$ cat src/sv/bss_pkg.sv
// Shared types and constants for the box subtraction slab block.
package bss_pkg;

    localparam int LVL_W = 4;
    localparam int CRD_W = 16;
    localparam int POS_W = 17;
    localparam int EXT_W = 16;
    localparam int TAG_W = 16;

    typedef logic [LVL_W-1:0] level_t;
    typedef logic [CRD_W-1:0] coord_t;
    typedef logic [POS_W-1:0] pos_t;
    typedef logic [EXT_W-1:0] ext_t;
    typedef logic [TAG_W-1:0] tag_t;

    // configuration register indexes
    localparam int CFG_IDX_W = 3;
    typedef logic [CFG_IDX_W-1:0] cfg_idx_t;
    localparam cfg_idx_t CFG_CUT_LEVEL    = 3'd0;
    localparam cfg_idx_t CFG_CUT_X_OFFSET = 3'd1;
    localparam cfg_idx_t CFG_CUT_Y_OFFSET = 3'd2;
    localparam cfg_idx_t CFG_CUT_Z_OFFSET = 3'd3;
    localparam cfg_idx_t CFG_CUT_X_EXTENT = 3'd4;
    localparam cfg_idx_t CFG_CUT_Y_EXTENT = 3'd5;
    localparam cfg_idx_t CFG_CUT_Z_EXTENT = 3'd6;

    // fragment slots, in emission order; the pass slot is used alone
    localparam int SLOT_N = 7;
    typedef logic [2:0]        slot_t;
    typedef logic [SLOT_N-1:0] slot_mask_t;
    localparam slot_t SLOT_X_LO = 3'd0;
    localparam slot_t SLOT_X_HI = 3'd1;
    localparam slot_t SLOT_Y_LO = 3'd2;
    localparam slot_t SLOT_Y_HI = 3'd3;
    localparam slot_t SLOT_Z_LO = 3'd4;
    localparam slot_t SLOT_Z_HI = 3'd5;
    localparam slot_t SLOT_PASS = 3'd6;

endpackage

$ cat src/sv/box_subtraction_slabs_core.sv
// Box minus cut box, emitted as up to six disjoint slabs, one per cycle.
//
//  channel | signals                                  | direction
//  --------+------------------------------------------+----------
//  cfg     | cfg_valid cfg_ready cfg_index cfg_data   | in
//  in      | in_valid in_ready src_*                  | in
//  out     | out_valid out_ready frag_*               | out
//
// An item holds the work register until its last fragment, if any, is loaded;
// the single output register moves one fragment per cycle. A new item is taken
// in the cycle its last fragment loads the output register. Reset clears the cut
// box to zero and empties both registers. out_ready low with out_valid high
// freezes the output register and the fragment walk; cfg_ready is always high.
module box_subtraction_slabs_core #(
    parameter int COORD_BITS = 16
) (
    input  logic             clk,
    input  logic             rst_n,

    input  logic             cfg_valid,
    output logic             cfg_ready,
    input  bss_pkg::cfg_idx_t cfg_index,
    input  bss_pkg::coord_t  cfg_data,

    input  logic             in_valid,
    output logic             in_ready,
    input  bss_pkg::level_t  src_level,
    input  bss_pkg::coord_t  src_x_offset,
    input  bss_pkg::coord_t  src_y_offset,
    input  bss_pkg::coord_t  src_z_offset,
    input  bss_pkg::coord_t  src_x_extent,
    input  bss_pkg::coord_t  src_y_extent,
    input  bss_pkg::coord_t  src_z_extent,
    input  bss_pkg::tag_t    src_tag,

    output logic             out_valid,
    input  logic             out_ready,
    output bss_pkg::level_t  frag_level,
    output bss_pkg::pos_t    frag_x_offset,
    output bss_pkg::pos_t    frag_y_offset,
    output bss_pkg::pos_t    frag_z_offset,
    output bss_pkg::ext_t    frag_x_extent,
    output bss_pkg::ext_t    frag_y_extent,
    output bss_pkg::ext_t    frag_z_extent,
    output bss_pkg::tag_t    frag_tag,
    output logic             frag_last
);
    import bss_pkg::*;

    localparam int CW = (COORD_BITS < CRD_W) ? COORD_BITS : CRD_W;
    localparam coord_t CMASK = CRD_W'((POS_W'(1) << CW) - POS_W'(1));

    // cut box
    level_t cut_level_reg;
    coord_t cut_off_reg [3];
    coord_t cut_ext_reg [3];

    // work register: item being split
    logic       hold_valid_reg;
    slot_mask_t done_reg;
    level_t     lvl_reg;
    coord_t     s_off_reg [3];
    coord_t     s_ext_reg [3];
    tag_t       tag_reg;

    // output register
    logic   out_valid_reg;
    level_t o_level_reg;
    pos_t   o_off_reg [3];
    ext_t   o_ext_reg [3];
    tag_t   o_tag_reg;
    logic   o_last_reg;

    pos_t       slo [3];
    pos_t       shi [3];
    pos_t       ilo [3];
    pos_t       ihi [3];
    pos_t       clo;
    pos_t       chi;
    logic       overlap;
    slot_mask_t full_mask;
    slot_mask_t pending;
    slot_mask_t rest;
    slot_t      sel_idx;
    pos_t       f_lo [3];
    pos_t       f_hi [3];
    pos_t       f_diff [3];
    logic       out_load;
    logic       in_take;
    logic       last_next;

    // bounds, overlap and slab mask
    always_comb
    begin
        overlap = (lvl_reg == cut_level_reg);
        for (int a = 0; a < 3; a++)
        begin
            clo    = POS_W'(cut_off_reg[a] & CMASK);
            chi    = clo + POS_W'(cut_ext_reg[a] & CMASK);
            slo[a] = POS_W'(s_off_reg[a]);
            shi[a] = slo[a] + POS_W'(s_ext_reg[a]);
            ilo[a] = (slo[a] > clo) ? slo[a] : clo;
            ihi[a] = (shi[a] < chi) ? shi[a] : chi;
            if (ilo[a] >= ihi[a])
            begin
                overlap = 1'b0;
            end
        end
        full_mask = '0;
        if (overlap)
        begin
            full_mask[SLOT_X_LO] = slo[0] < ilo[0];
            full_mask[SLOT_X_HI] = ihi[0] < shi[0];
            full_mask[SLOT_Y_LO] = slo[1] < ilo[1];
            full_mask[SLOT_Y_HI] = ihi[1] < shi[1];
            full_mask[SLOT_Z_LO] = slo[2] < ilo[2];
            full_mask[SLOT_Z_HI] = ihi[2] < shi[2];
        end
        else
        begin
            full_mask[SLOT_PASS] = 1'b1;
        end
    end

    assign pending = hold_valid_reg ? (full_mask & ~done_reg) : '0;

    // lowest pending slot goes next
    always_comb
    begin
        sel_idx = SLOT_PASS;
        for (int i = SLOT_N - 1; i >= 0; i--)
        begin
            if (pending[i])
            begin
                sel_idx = slot_t'(i);
            end
        end
    end

    assign rest = pending & ~(slot_mask_t'(1) << sel_idx);

    always_comb
    begin
        f_lo = slo;
        f_hi = shi;
        unique case (sel_idx)
            SLOT_X_LO:
            begin
                f_hi[0] = ilo[0];
            end
            SLOT_X_HI:
            begin
                f_lo[0] = ihi[0];
            end
            SLOT_Y_LO:
            begin
                f_lo[0] = ilo[0]; f_hi[0] = ihi[0];
                f_hi[1] = ilo[1];
            end
            SLOT_Y_HI:
            begin
                f_lo[0] = ilo[0]; f_hi[0] = ihi[0];
                f_lo[1] = ihi[1];
            end
            SLOT_Z_LO:
            begin
                f_lo[0] = ilo[0]; f_hi[0] = ihi[0];
                f_lo[1] = ilo[1]; f_hi[1] = ihi[1];
                f_hi[2] = ilo[2];
            end
            SLOT_Z_HI:
            begin
                f_lo[0] = ilo[0]; f_hi[0] = ihi[0];
                f_lo[1] = ilo[1]; f_hi[1] = ihi[1];
                f_lo[2] = ihi[2];
            end
            default:
            begin
                // pass slot: source box unchanged
            end
        endcase
        for (int a = 0; a < 3; a++)
        begin
            f_diff[a] = f_hi[a] - f_lo[a];
        end
    end

    assign out_load  = (pending != '0) && (!out_valid_reg || out_ready);
    assign last_next = (rest == '0);
    assign in_ready  = !hold_valid_reg || (pending == '0) || (out_load && last_next);
    assign in_take   = in_valid && in_ready;
    assign cfg_ready = 1'b1;

    // control
    always_ff @(posedge clk or negedge rst_n)
    begin
        if (!rst_n)
        begin
            hold_valid_reg <= 1'b0;
            done_reg       <= '0;
            out_valid_reg  <= 1'b0;
            cut_level_reg  <= '0;
            for (int a = 0; a < 3; a++)
            begin
                cut_off_reg[a] <= '0;
                cut_ext_reg[a] <= '0;
            end
        end
        else
        begin
            if (in_take)
            begin
                hold_valid_reg <= 1'b1;
                done_reg       <= '0;
            end
            else if (out_load)
            begin
                done_reg <= done_reg | (slot_mask_t'(1) << sel_idx);
                if (last_next)
                begin
                    hold_valid_reg <= 1'b0;
                end
            end
            else if (hold_valid_reg && pending == '0)
            begin
                hold_valid_reg <= 1'b0;
            end

            if (out_load)
            begin
                out_valid_reg <= 1'b1;
            end
            else if (out_ready)
            begin
                out_valid_reg <= 1'b0;
            end

            if (cfg_valid)
            begin
                case (cfg_index)
                    CFG_CUT_LEVEL:    cut_level_reg  <= cfg_data[LVL_W-1:0];
                    CFG_CUT_X_OFFSET: cut_off_reg[0] <= cfg_data;
                    CFG_CUT_Y_OFFSET: cut_off_reg[1] <= cfg_data;
                    CFG_CUT_Z_OFFSET: cut_off_reg[2] <= cfg_data;
                    CFG_CUT_X_EXTENT: cut_ext_reg[0] <= cfg_data;
                    CFG_CUT_Y_EXTENT: cut_ext_reg[1] <= cfg_data;
                    CFG_CUT_Z_EXTENT: cut_ext_reg[2] <= cfg_data;
                    default:
                    begin
                        // index beyond the list: ignored
                    end
                endcase
            end
        end
    end

    // payload
    always_ff @(posedge clk)
    begin
        if (in_take)
        begin
            lvl_reg      <= src_level;
            s_off_reg[0] <= src_x_offset & CMASK;
            s_off_reg[1] <= src_y_offset & CMASK;
            s_off_reg[2] <= src_z_offset & CMASK;
            s_ext_reg[0] <= src_x_extent & CMASK;
            s_ext_reg[1] <= src_y_extent & CMASK;
            s_ext_reg[2] <= src_z_extent & CMASK;
            tag_reg      <= src_tag;
        end
        if (out_load)
        begin
            o_level_reg <= lvl_reg;
            o_tag_reg   <= tag_reg;
            o_last_reg  <= last_next;
            for (int a = 0; a < 3; a++)
            begin
                o_off_reg[a] <= f_lo[a];
                o_ext_reg[a] <= f_diff[a][EXT_W-1:0];
            end
        end
    end

    assign out_valid     = out_valid_reg;
    assign frag_level    = o_level_reg;
    assign frag_x_offset = o_off_reg[0];
    assign frag_y_offset = o_off_reg[1];
    assign frag_z_offset = o_off_reg[2];
    assign frag_x_extent = o_ext_reg[0];
    assign frag_y_extent = o_ext_reg[1];
    assign frag_z_extent = o_ext_reg[2];
    assign frag_tag      = o_tag_reg;
    assign frag_last     = o_last_reg;

    // only slots of the current item's mask are ever marked done
    a_done_in_mask: assert property (@(posedge clk) disable iff (!rst_n)
        hold_valid_reg |-> ((done_reg & ~full_mask) == '0))
        else $error("done mask holds a slot outside the item's slab mask");

    // nothing loads the output register without an item at work
    a_no_phantom: assert property (@(posedge clk) disable iff (!rst_n)
        !hold_valid_reg |-> !out_load)
        else $error("fragment loaded with no item in the work register");

    // loading the final fragment frees the work register for a new item
    a_last_frees: assert property (@(posedge clk) disable iff (!rst_n)
        (out_load && last_next) |-> in_ready)
        else $error("work register not freed on final fragment");

    // an item freed with no new one leaves the work register empty
    a_release: assert property (@(posedge clk) disable iff (!rst_n)
        (hold_valid_reg && in_ready && !in_valid) |=> !hold_valid_reg)
        else $error("work register stayed busy after release");

endmodule

$ cat config.mk
export PLATFORM = sky130hd
export DESIGN_NAME = box_subtraction_slabs_core
export DESIGN_NICKNAME = d
export VERILOG_FILES = /design/src/sv/bss_pkg.sv /design/src/sv/box_subtraction_slabs_core.sv
export SDC_FILE = /design/constraint.sdc
export NUM_CORES = 1
export LEC_CHECK = 0
export BUFFER_PORTS_ARGS = -buffer_cell sky130_fd_sc_hd__buf_2
export CAP_MARGIN = 25
export CORE_AREA = 2 2 180 270
export CTS_CLUSTER_SIZE = 28
export DETAILED_ROUTE_END_ITERATION = 6
export DIE_AREA = 0 0 182 272
export GPL_ROUTABILITY_DRIVEN = 0
export HOLD_SLACK_MARGIN = 0.15
export PLACE_DENSITY = 0.75
export SLEW_MARGIN = 20
export SYNTH_ARGS = -nofsm -noshare
export SYNTH_HDL_FRONTEND = slang
export SYNTH_SLANG_ARGS = --single-unit
$ cat constraint.sdc
create_clock -name clk -period 32 [get_ports clk]
set_input_delay 1.6 -clock clk [delete_from_list [all_inputs] [get_ports clk]]
set_output_delay 1.6 -clock clk [all_outputs]
set_load 0.03 [all_outputs]
==> Word level (Yosys, flattened, before mapping) <==
Memories as Yosys holds them, arrays and structs flattened.
Cells that the tools add are included.
{ "classes": {"bitwise": 5, "mux": 36, "n_shift": 1, "eq_ne": 13, "reduce_logical": 27, "order_cmp": 15, "add_sub_neg": 9} }
{ "op_table": {"columns": ["op", "n"], "rows": [
  ["$add 16x16->17", 6],
  ["$lt 17x17->1", 6],
  ["$mux 17", 4],
  ["$pmux 17 s2", 2],
  ["$mux 16", 4],
  ["$pmux 16 s2", 2],
  ["$ge 16x17->1", 3],
  ["$gt 16x16->1", 3],
  ["$lt 16x16->1", 3],
  ["$sub 16x16->16", 3],
  ["$mux 7", 3],
  ["$reduce_and 2->1", 8],
  ["$eq 3x3->1 const B", 5],
  ["$and 7x7->7", 2],
  ["$logic_not 7->1", 2],
  ["$mux 1", 14],
  ["$not 7->7", 2],
  ["$eq 3x2->1 const B", 4],
  ["$mux 3", 4],
  ["$or 7x7->7", 1],
  ["$reduce_bool 7->1", 1],
  ["$shl 1x3->7 const A", 1],
  ["$eq 3x1->1 const B", 2],
  ["$logic_not 3->1", 2],
  ["11 further kinds", 19]
]} }
{ "word_totals": {"n_memories": 4, "ff_bits": 150, "in_bits": 140, "mem_bits_rw": 195} }
{ "mem_list": {"columns": ["name", "words", "word_bits", "rd", "rd_clocked_by_memory_dff", "wr", "line", "source"], "rows": [
  ["o_off_reg", 3, 17, 3, 0, 3, "box_subtraction_slabs_core.sv:69", "pos_t o_off_reg [3];"],
  ["o_ext_reg", 3, 16, 3, 0, 3, "box_subtraction_slabs_core.sv:70", "ext_t o_ext_reg [3];"],
  ["s_ext_reg", 3, 16, 3, 0, 3, "box_subtraction_slabs_core.sv:63", "coord_t s_ext_reg [3];"],
  ["s_off_reg", 3, 16, 3, 0, 3, "box_subtraction_slabs_core.sv:62", "coord_t s_off_reg [3];"]
]} }

==> Logic depth before layout (Yosys ltp) <==
Gate-level depths: netlist of run 1.
An unclocked memory read counts as a cell.
{ "logic_depth": {"depth_word": 26, "ltp_mapped": 51} }

==> Worst setup path after synthesis of run 1 <==
No wires, ideal clock.
{ "synth_path": {"path_type": "register to register", "from": "register cut_off_reg[32] (netlist name)", "to": "register lvl_reg[0] (enable)", "n_path_buf": 2, "t_arrival_ns": 12.130, "slack_ns": 19.230, "synth_period_minus_slack_ns": 12.770, "setup_time_ns": 0.640, "path_stages_with_launch": 29, "cell_sequence": "dfrtp_1 ha_1 fa_1 a211oi_1 o21ai_0 a21oi_1 nor2b_1 o21a_1 o31ai_1 ha_1 a21o_1 a211o_1 a2111oi_4 nand2b_1 o21ai_2 clkbuf_1 mux2i_1 inv_1 ha_1 nand4_1 nor4_1 nand3_2 a31o_1 and2_4 buf_6 o311ai_0 a32o_1 nand3_1 a21oi_1"} }
{ "synth_via": {"elab_chain_cells": 23, "elab_cells_between_ends": 32, "cone_classes": "add/sub (1); order compare (5); shift (1); mux (14); bitwise (3); reduce/logical (8)"} }
{ "synth_rtl": {"columns": ["item", "line", "source"], "rows": [
  ["start, declared", "box_subtraction_slabs_core.sv:55", "coord_t cut_off_reg [3];"],
  ["$add 16x16->17", "box_subtraction_slabs_core.sv:99", "chi = clo + POS_W'(cut_ext_reg[a] & CMASK);"],
  ["$lt 17x17->1", "box_subtraction_slabs_core.sv:103", "ihi[a] = (shi[a] < chi) ? shi[a] : chi;"],
  ["$mux 17", "box_subtraction_slabs_core.sv:103", null],
  ["$ge 16x17->1", "box_subtraction_slabs_core.sv:104", "if (ilo[a] >= ihi[a])"],
  ["$mux 1 (3 in series)", "box_subtraction_slabs_core.sv:104", null],
  ["$mux 6", "box_subtraction_slabs_core.sv:110", "if (overlap)"],
  ["$and 7x7->7 *", "box_subtraction_slabs_core.sv:125", "assign pending = hold_valid_reg ? (full_mask & ~done_reg) : '0;"],
  ["$mux 7 *", "box_subtraction_slabs_core.sv:125", null],
  ["[... 6 more ...]", null, null],
  ["$shl 1x3->7", "box_subtraction_slabs_core.sv:140", "assign rest = pending & ~(slot_mask_t'(1) << sel_idx);"],
  ["$not 7->7", "box_subtraction_slabs_core.sv:140", null],
  ["$and 7x7->7", "box_subtraction_slabs_core.sv:140", null],
  ["$logic_not 7->1", "box_subtraction_slabs_core.sv:189", "assign last_next = (rest == '0);"],
  ["$logic_and 1x1->1", "box_subtraction_slabs_core.sv:190", "assign in_ready = !hold_valid_reg || (pending == '0) || (out_load && last_next);"],
  ["$logic_or 1x1->1 *", "box_subtraction_slabs_core.sv:190", null],
  ["$logic_and 1x1->1 *", "box_subtraction_slabs_core.sv:191", "assign in_take = in_valid && in_ready;"],
  ["via in_take", "box_subtraction_slabs_core.sv:89", "logic in_take;"],
  ["end signal, assigned", "box_subtraction_slabs_core.sv:262", "lvl_reg <= src_level;"],
  ["end, declared", "box_subtraction_slabs_core.sv:61", "level_t lvl_reg;"]
]} }
Mark *: on every way through the listed nets, which the timed path passes. The rest lies on a longest branch.
A chain may end at the register's enable or synchronous reset.

==> impl_metrics.csv, run 1 <==
group,metric,value,unit
yosys,synth_ff_type,"edfxtp_1",
global_route,antenna_found_initial,5,
critical_path,reg2regPathDepth,42,
yosys,synth_edf_count,236,
die,die_height,272,µm
sta,fin_skew,0.0161,ns
yosys,seq_area_frac_synth,38.1,%
route,drc,0,
route,vias,21363,
sta,hold_violations,0,
sta,setup-tns-final,0,ns
placed_design,hpwlAfterDp,55500,µm
sta,layout_min_cycle_time,11.75,ns
final_layout,drive_gt1_share,16.4,%
die,core-area,47300,µm²
yosys,synthArstFlopShare,31.6,%
die,die_x,182,µm
yosys,syn_area,25700,µm²
global_route,grt_busiest_layer,"met2",
critical_path,cp_common_cell,"a21oi_1",
clocking,clockBufferDepth,3,
clocking,postCtsSetupRepairBufs,0,
sta,finalSetupViolations,0,
critical_path,worst-path-buf-inv,4,
die,io_pins,263,
yosys,syn_nets,3131,
clocking,ctsHoldBuffers,0,
die,fp.dieArea,49500,µm²
yosys,ys_seq_elements,345,
critical_path,end_kind,"flip-flop",
route,wl,69500,µm
global_route,grt_use_met1,31.3,%
critical_path,critPathLaunch,"s_off_reg[0][17]",
sta,rsz0062_at_grt,"no",
critical_path,crit_family,"compound AO/OA/AOI/OAI gates",
critical_path,path_max_fanout,35,
die,num_rows,98,
global_route,grt_pass1_wl,109000,µm
final_layout,fin_cells,3499,
global_route,overflow,0,
yosys,ys_types,83,
critical_path,rr_startpoint,"s_off_reg[0][17]",
critical_path,path_depth,42,
clocking,h-tree-depth,2,
route,ant_nets,0,
clocking,clock-root-buffer,"clkbuf_16",
critical_path,cpPeakStageDelay,0.64,ns
yosys,synthCells,2604,
global_route,grt_max_degree,74,
global_route,grtUsageMet3,3.58,%
clocking,cts.reportedPaths.clkPinSlew,0.06,ns
flow_run,drv_cap,0,
hold_path,min_path_type,"flip-flop to flip-flop",
critical_path,critPathLaunchType,"flip-flop",
clocking,cts_sinks,345,
route,drtIter0Drc,1436,
placed_design,dp.cells,3428,
critical_path,worstPathRequired,32.42,ns
critical_path,critPathArrivalTime,12.17,ns
sta,worst_slew_pin_slew,0.979,ns
global_route,grt.met2_usage,49.2,%
sta,fmax,0.0851,GHz
clocking,numCtsBuffers,36,
die,initial_core_util,54.4,%
sta,period_share,36.7,%
run_status,status,"complete, no violations",
yosys,yosysWarnings,0,
global_route,grt.total_usage,27.6,%
hold_path,hold_depth,0,
route,vias_per_cell,6.11,
hold_path,hold_start,"tag_reg[2]",
global_route,grt_pass1_vias,21233,
route,routedWlPerCell,19.9,µm
critical_path,crit_slowest_cell,"a2111oi_0",
yosys,syn_area_per_cell,9.89,µm²
clocking,cts_repair_resize_count,0,
route,drt_pass1_iterations,5,
sta,slew_headroom,34.4,%
final_layout,nets,3395,
critical_path,path_class,"flip-flop to flip-flop",
sta,drv_slew,0,
final_layout,largest_reg_flops,51,
clocking,tritoncts,"done",
clocking,clock_latency,0.56,ns
placed_design,port_buffers,261,
final_layout,area_delta_synth_final,12.7,%
==> worst reg2reg max path, delay by kind of cell (launching register included) <==
kind | cells | cell delay [ns]
buffers and inverters | 4 | 0.55
AND/OR/NAND/NOR | 8 | 2.35
AO/OA/AOI/OAI | 25 | 6.63
flip-flops | 1 | 0.51
adder cells (fa/ha/maj) | 5 | 1.58
==> placed cells by master (no fill, tap or decap), types with 24 or more instances in the layout <==
cell       netlist  routed
a21o_1          46      46
a21oi_1        232     230
buf_2            9     260
clkbuf_16        0      38
nand4_1         51      51
dfrtp_1        109     109
xnor2_1         76      76
nand2b_1        24      24
nor2b_1         26      26
xor2_1          43      43
nand3_1         49      49
mux2i_1         39      39
inv_1          299     299
nand2_1        161     161
a211oi_1        31      31
ha_1           378     378
o21ai_0        181     181
mux2_2          86      86
nor2_1         147     147
edfxtp_1       236     236
o221ai_1        29      29
o21a_1          38      38
==> synth_stat cells, drive strengths merged, types with 7 or more instances <==
library cell  instances  area, µm²
ha                  378       4730
inv                 299       1120
edfxtp              236       7090
a21oi               233       1170
o21ai               183        920
nand2               161        604
nor2                147        552
dfrtp               109       2730
mux2                 86        968
xnor2                76        666
nand4                51        319
nand3                50        255
a21o                 46        345
xor2                 43        377
clkbuf               41        154
mux2i                39        390
o21a                 38        285
a211oi               32        245
o221ai               29        254
nor2b                26        163
nand2b               24        150
nor3                 24        125
o21bai               21        158
o22ai                20        125
buf                  15       86.3
o211ai               14        110
o221a                14        158
nor4                 13       81.3
a31oi                11       68.8
o31ai                10       75.1
a2111oi               9        116
fa                    9        180
or3                   9       56.3
a211o                 8       70.1
or2                   8       50.1
a21boi                7       52.6
and2                  7       48.8
and3                  7       43.8
==> logic make-up (layout without fill, tap and decap cells) <==
logic type	after synthesis	in the layout	synth area share (%)
adders and majority gates	387	387	19.1
muxes	125	125	5.28
buffers and inverters	355	647	5.29
xor gates and xnor gates	120	120	4.14
and+or+nand+nor	547	547	10.1
AOI/OAI and AO/OA	724	724	17.9
DFF	345	345	38.1
other	1	4	0.0146
==> per-stage QoR <==
stage	worst slack, ns	instance area [µm²]	util, %	hold WS (ns)
floorplan	19.23	25700	-	0.400
global placement	20.72	27800	58.6	0.401
detailed placement	20.37	27800	58.6	0.405
CTS	20.32	29000	61.2	0.419
global route	19.49	29000	61.3	0.433
finish	20.25	29000	61.3	0.418
==> metal layers <==
metal	vias up	wire length [µm]
met3	262	3710
met5	-	27
li1	10108	-
met4	4	4810
met1	10218	26400
met2	771	34500
==> final timing paths <==
path	to	slack (ns)
worst min register to register	frag_tag[2]	0.42
worst max register to register	o_ext_reg[0][30]	20.25
worst max-delay path	o_ext_reg[0][30]	20.25
min in group asynchronous	cut_level_reg[2]	0.98
worst min-delay path	frag_tag[2]	0.42
max in group asynchronous	cut_off_reg[37]	30.02
==> final cells by class <==
type	instances	area, µm²
fill	3945	18300
multi-input combinational	1904	14600
sequential	345	9810
timing repair buffer	282	1490
inverter	299	1120
clock buffer	46	1010
tap	600	751
clock inverter	20	211
antenna	3	7.51
Power of run 1 is not shown: default switching activity piles up to over one toggle a cycle in this logic, so the estimate is an artifact.
==> run 2: changes to the inputs <==
--- a/config.mk
+++ b/config.mk
@@ -5,15 +5,16 @@
 export SDC_FILE = /design/constraint.sdc
 export NUM_CORES = 1
 export LEC_CHECK = 0
+export ABC_AREA = 1
 export BUFFER_PORTS_ARGS = -buffer_cell sky130_fd_sc_hd__buf_2
 export CAP_MARGIN = 25
-export CORE_AREA = 2 2 180 270
+export CORE_AREA = 2 2 182 273
 export CTS_CLUSTER_SIZE = 28
 export DETAILED_ROUTE_END_ITERATION = 6
-export DIE_AREA = 0 0 182 272
+export DIE_AREA = 0 0 184 275
 export GPL_ROUTABILITY_DRIVEN = 0
 export HOLD_SLACK_MARGIN = 0.15
-export PLACE_DENSITY = 0.75
+export PLACE_DENSITY = 0.74
 export SLEW_MARGIN = 20
 export SYNTH_ARGS = -nofsm -noshare
 export SYNTH_HDL_FRONTEND = slang
==> constraint.sdc (replaced) <==
create_clock -name clk -period 11.6 [get_ports clk]
set_input_delay 0.58 -clock clk [delete_from_list [all_inputs] [get_ports clk]]
set_output_delay 0.58 -clock clk [all_outputs]
set_load 0.03 [all_outputs]
==> impl_metrics.csv, run 2 <==
group,metric,value,unit
critical_path,critPathLaunch,"s_off_reg[0][34]",
final_layout,multi_input_area,14400,µm²
yosys,synth_edf_count,236,
route,wl,76500,µm
placed_design,dp_worst_setup_slack,1.38,ns
sta,drv_slew,0,
critical_path,reg2regPathDepth,64,
critical_path,path_class,"flip-flop to flip-flop",
sta,rsz0062_at_grt,"no",
yosys,synthArstFlopShare,31.6,%
die,initial_core_util,54.3,%
die,num_rows,99,
yosys,syn_nets,3617,
route,routedWlPerCell,19.2,µm
placed_design,port_buffers,261,
clocking,clock-root-buffer,"clkbuf_16",
route,vias,23099,
clocking,tritoncts,"done",
yosys,ys_types,67,
critical_path,cp-endpoint,"o_ext_reg[0][15]",
clocking,clockBufferDepth,3,
final_layout,drive_gt1_share,14.0,%
clocking,clock_latency,0.57,ns
clocking,numCtsBuffers,36,
critical_path,rr_endpoint,"o_ext_reg[0][15]",
run_status,failed_checks,"design-rule violations",
critical_path,path_max_fanout,30,
yosys,ys_top_cells_by_area,"edfxtp_1, ha_1, dfrtp_1",
critical_path,crit_slowest_cell,"edfxtp_1",
critical_path,critPathArrivalTime,10.76,ns
yosys,synthTopCellsByCount,"nand2_1, inv_1, ha_1",
run_status,status,"complete, but fails checks",
placed_design,hpwlAfterDp,61500,µm
global_route,overflow,0,
route,drtIter0Drc,1631,
global_route,grt_max_degree,72,
global_route,grtUsageMet3,4.37,%
critical_path,rr_startpoint,"s_off_reg[0][34]",
critical_path,critPathLaunchType,"flip-flop",
clocking,cts_sinks,345,
yosys,syn_area_per_cell,8.49,µm²
critical_path,reg2reg_slack,1.15,ns
die,die_x,184,µm
die,die_height,275,µm
clocking,h-tree-depth,2,
die,io_pins,263,
route,ant_nets,0,
critical_path,worstPathRequired,11.91,ns
final_layout,layout_common_cells,"nand2_1, inv_1, ha_1",
yosys,synth.most_common_cell,"nand2_1",
global_route,grt_pass1_vias,23128,
die,core-area,48300,µm²
route,vias_per_cell,5.81,
global_route,antenna_found_initial,1,
clocking,postCtsSetupRepairBufs,0,
global_route,grt_busiest_layer,"met2",
sta,finalSetupViolations,0,
final_layout,seq_area,9810,µm²
sta,fin_skew,0.0272,ns
sta,slew_headroom,31.5,%
yosys,seq_area_frac_synth,37.4,%
route,drc,1,
sta,worst_slew_pin_slew,1.03,ns
yosys,synth_ff_type,"edfxtp_1",
clocking,cts.reportedPaths.clkPinSlew,0.06,ns
sta,hold_violations,0,
sta,setup-tns-final,0,ns
critical_path,cpPeakStageDelay,0.51,ns
flow_run,drv_cap,0,
yosys,synth_area_leader_cell,"edfxtp_1",
sta,period_share,90.1,%
global_route,grt_use_met1,32.8,%
global_route,grt_pass1_wl,118000,µm
final_layout,area_delta_synth_final,11.9,%
critical_path,end_kind,"flip-flop",
global_route,grt.total_usage,30.1,%
global_route,grt.met2_usage,52.4,%
final_layout,mostFrequentLayoutCell,"nand2_1",
final_layout,largest_reg_flops,51,
yosys,yosysWarnings,0,
sta,setup_ws,1.15,ns
final_layout,antennaDiodeCount,0,
yosys,syn_area,26200,µm²
final_layout,nets,3873,
critical_path,cp_common_cell,"nand2_1",
sta,layout_min_cycle_time,10.45,ns
hold_path,min_path_type,"input pin to flip-flop",
die,fp.dieArea,50600,µm²
route,drt_pass1_iterations,7,
yosys,synth.top_cell.area_share,27.0,%
sta,fmax,0.0957,GHz
final_layout,fill_cells,4186,
yosys,synthCells,3090,
yosys,ys_seq_elements,345,
[run 2: per-stage QoR]
stage	instance area [µm²]	utilization [%]	hold slack (ns)	std cells
6_report	29400	60.8	0.180	3979
5_1_grt	29400	60.8	0.166	3979
4_1_cts	29300	60.7	0.159	3974
3_5_place_dp	28100	58.2	0.405	3908
3_3_place_gp	28100	58.2	0.400	3908
2_1_floorplan	26300	-	0.284	3090
[run 2: per-layer routing]
metal  up-vias  part of all wire (%)
li1      10999                     -
met1     10713                    36
met2      1013                    49
met3       372                   6.3
met4         2                   8.7
met5         -                 0.016
[run 2: repair_timing]
action	in CTS	in global routing
gates resized for setup	0	0
endpoints found under the hold margin	41	0
hold buffers	1	0
[run 2: cell type report]
| cell class | instances | share of cell area [%] |
|---|---|---|
| clock buffers | 52 | 3.63 |
| clock inverters | 13 | 0.417 |
| inverters | 472 | 6.04 |
| multi-input cells | 2218 | 49.1 |
| flip-flops and latches | 345 | 33.4 |
| well taps | 606 | 2.58 |
| repair buffers | 273 | 4.86 |
[run 2: how the worst min path moves through the flow]
stage | cells after the start | slack [ns] | start | to
4_1_cts | 1 | 0.16 | src_tag[5] | tag_reg[5]
3_3_place_gp | 0 | 0.40 | tag_reg[9] | frag_tag[9]
3_5_place_dp | 0 | 0.40 | tag_reg[7] | frag_tag[7]
6_report | 1 | 0.18 | src_tag[5] | tag_reg[5]
2_1_floorplan | 0 | 0.28 | rst_n | clo[0]
5_1_grt | 1 | 0.17 | src_tag[5] | tag_reg[5]
[run 2: cell families after synthesis]
| family | count (synthesis) | synth area share (%) |
|---|---|---|
| AND/OR/NAND/NOR | 1019 | 17.1 |
| AO/OA/AOI/OAI | 693 | 15.0 |
| buffers and inverters | 527 | 7.76 |
| adder cells (fa/ha/maj) | 387 | 18.7 |
| flip-flops | 345 | 37.4 |
| XOR/XNOR | 118 | 3.94 |
| other | 1 | 0.0143 |
[run 2: worst max-delay path: cells and delay by family (launching register included)]
family / cells / cell delay (ns)
fa+ha+maj: 4 / 1.45
buf+inv: 10 / 1.16
flops: 1 / 0.51
compound gates: 19 / 3.25
simple gates: 30 / 3.56
xor+xnor: 1 / 0.25
Power of run 2 is left out for the same reason.
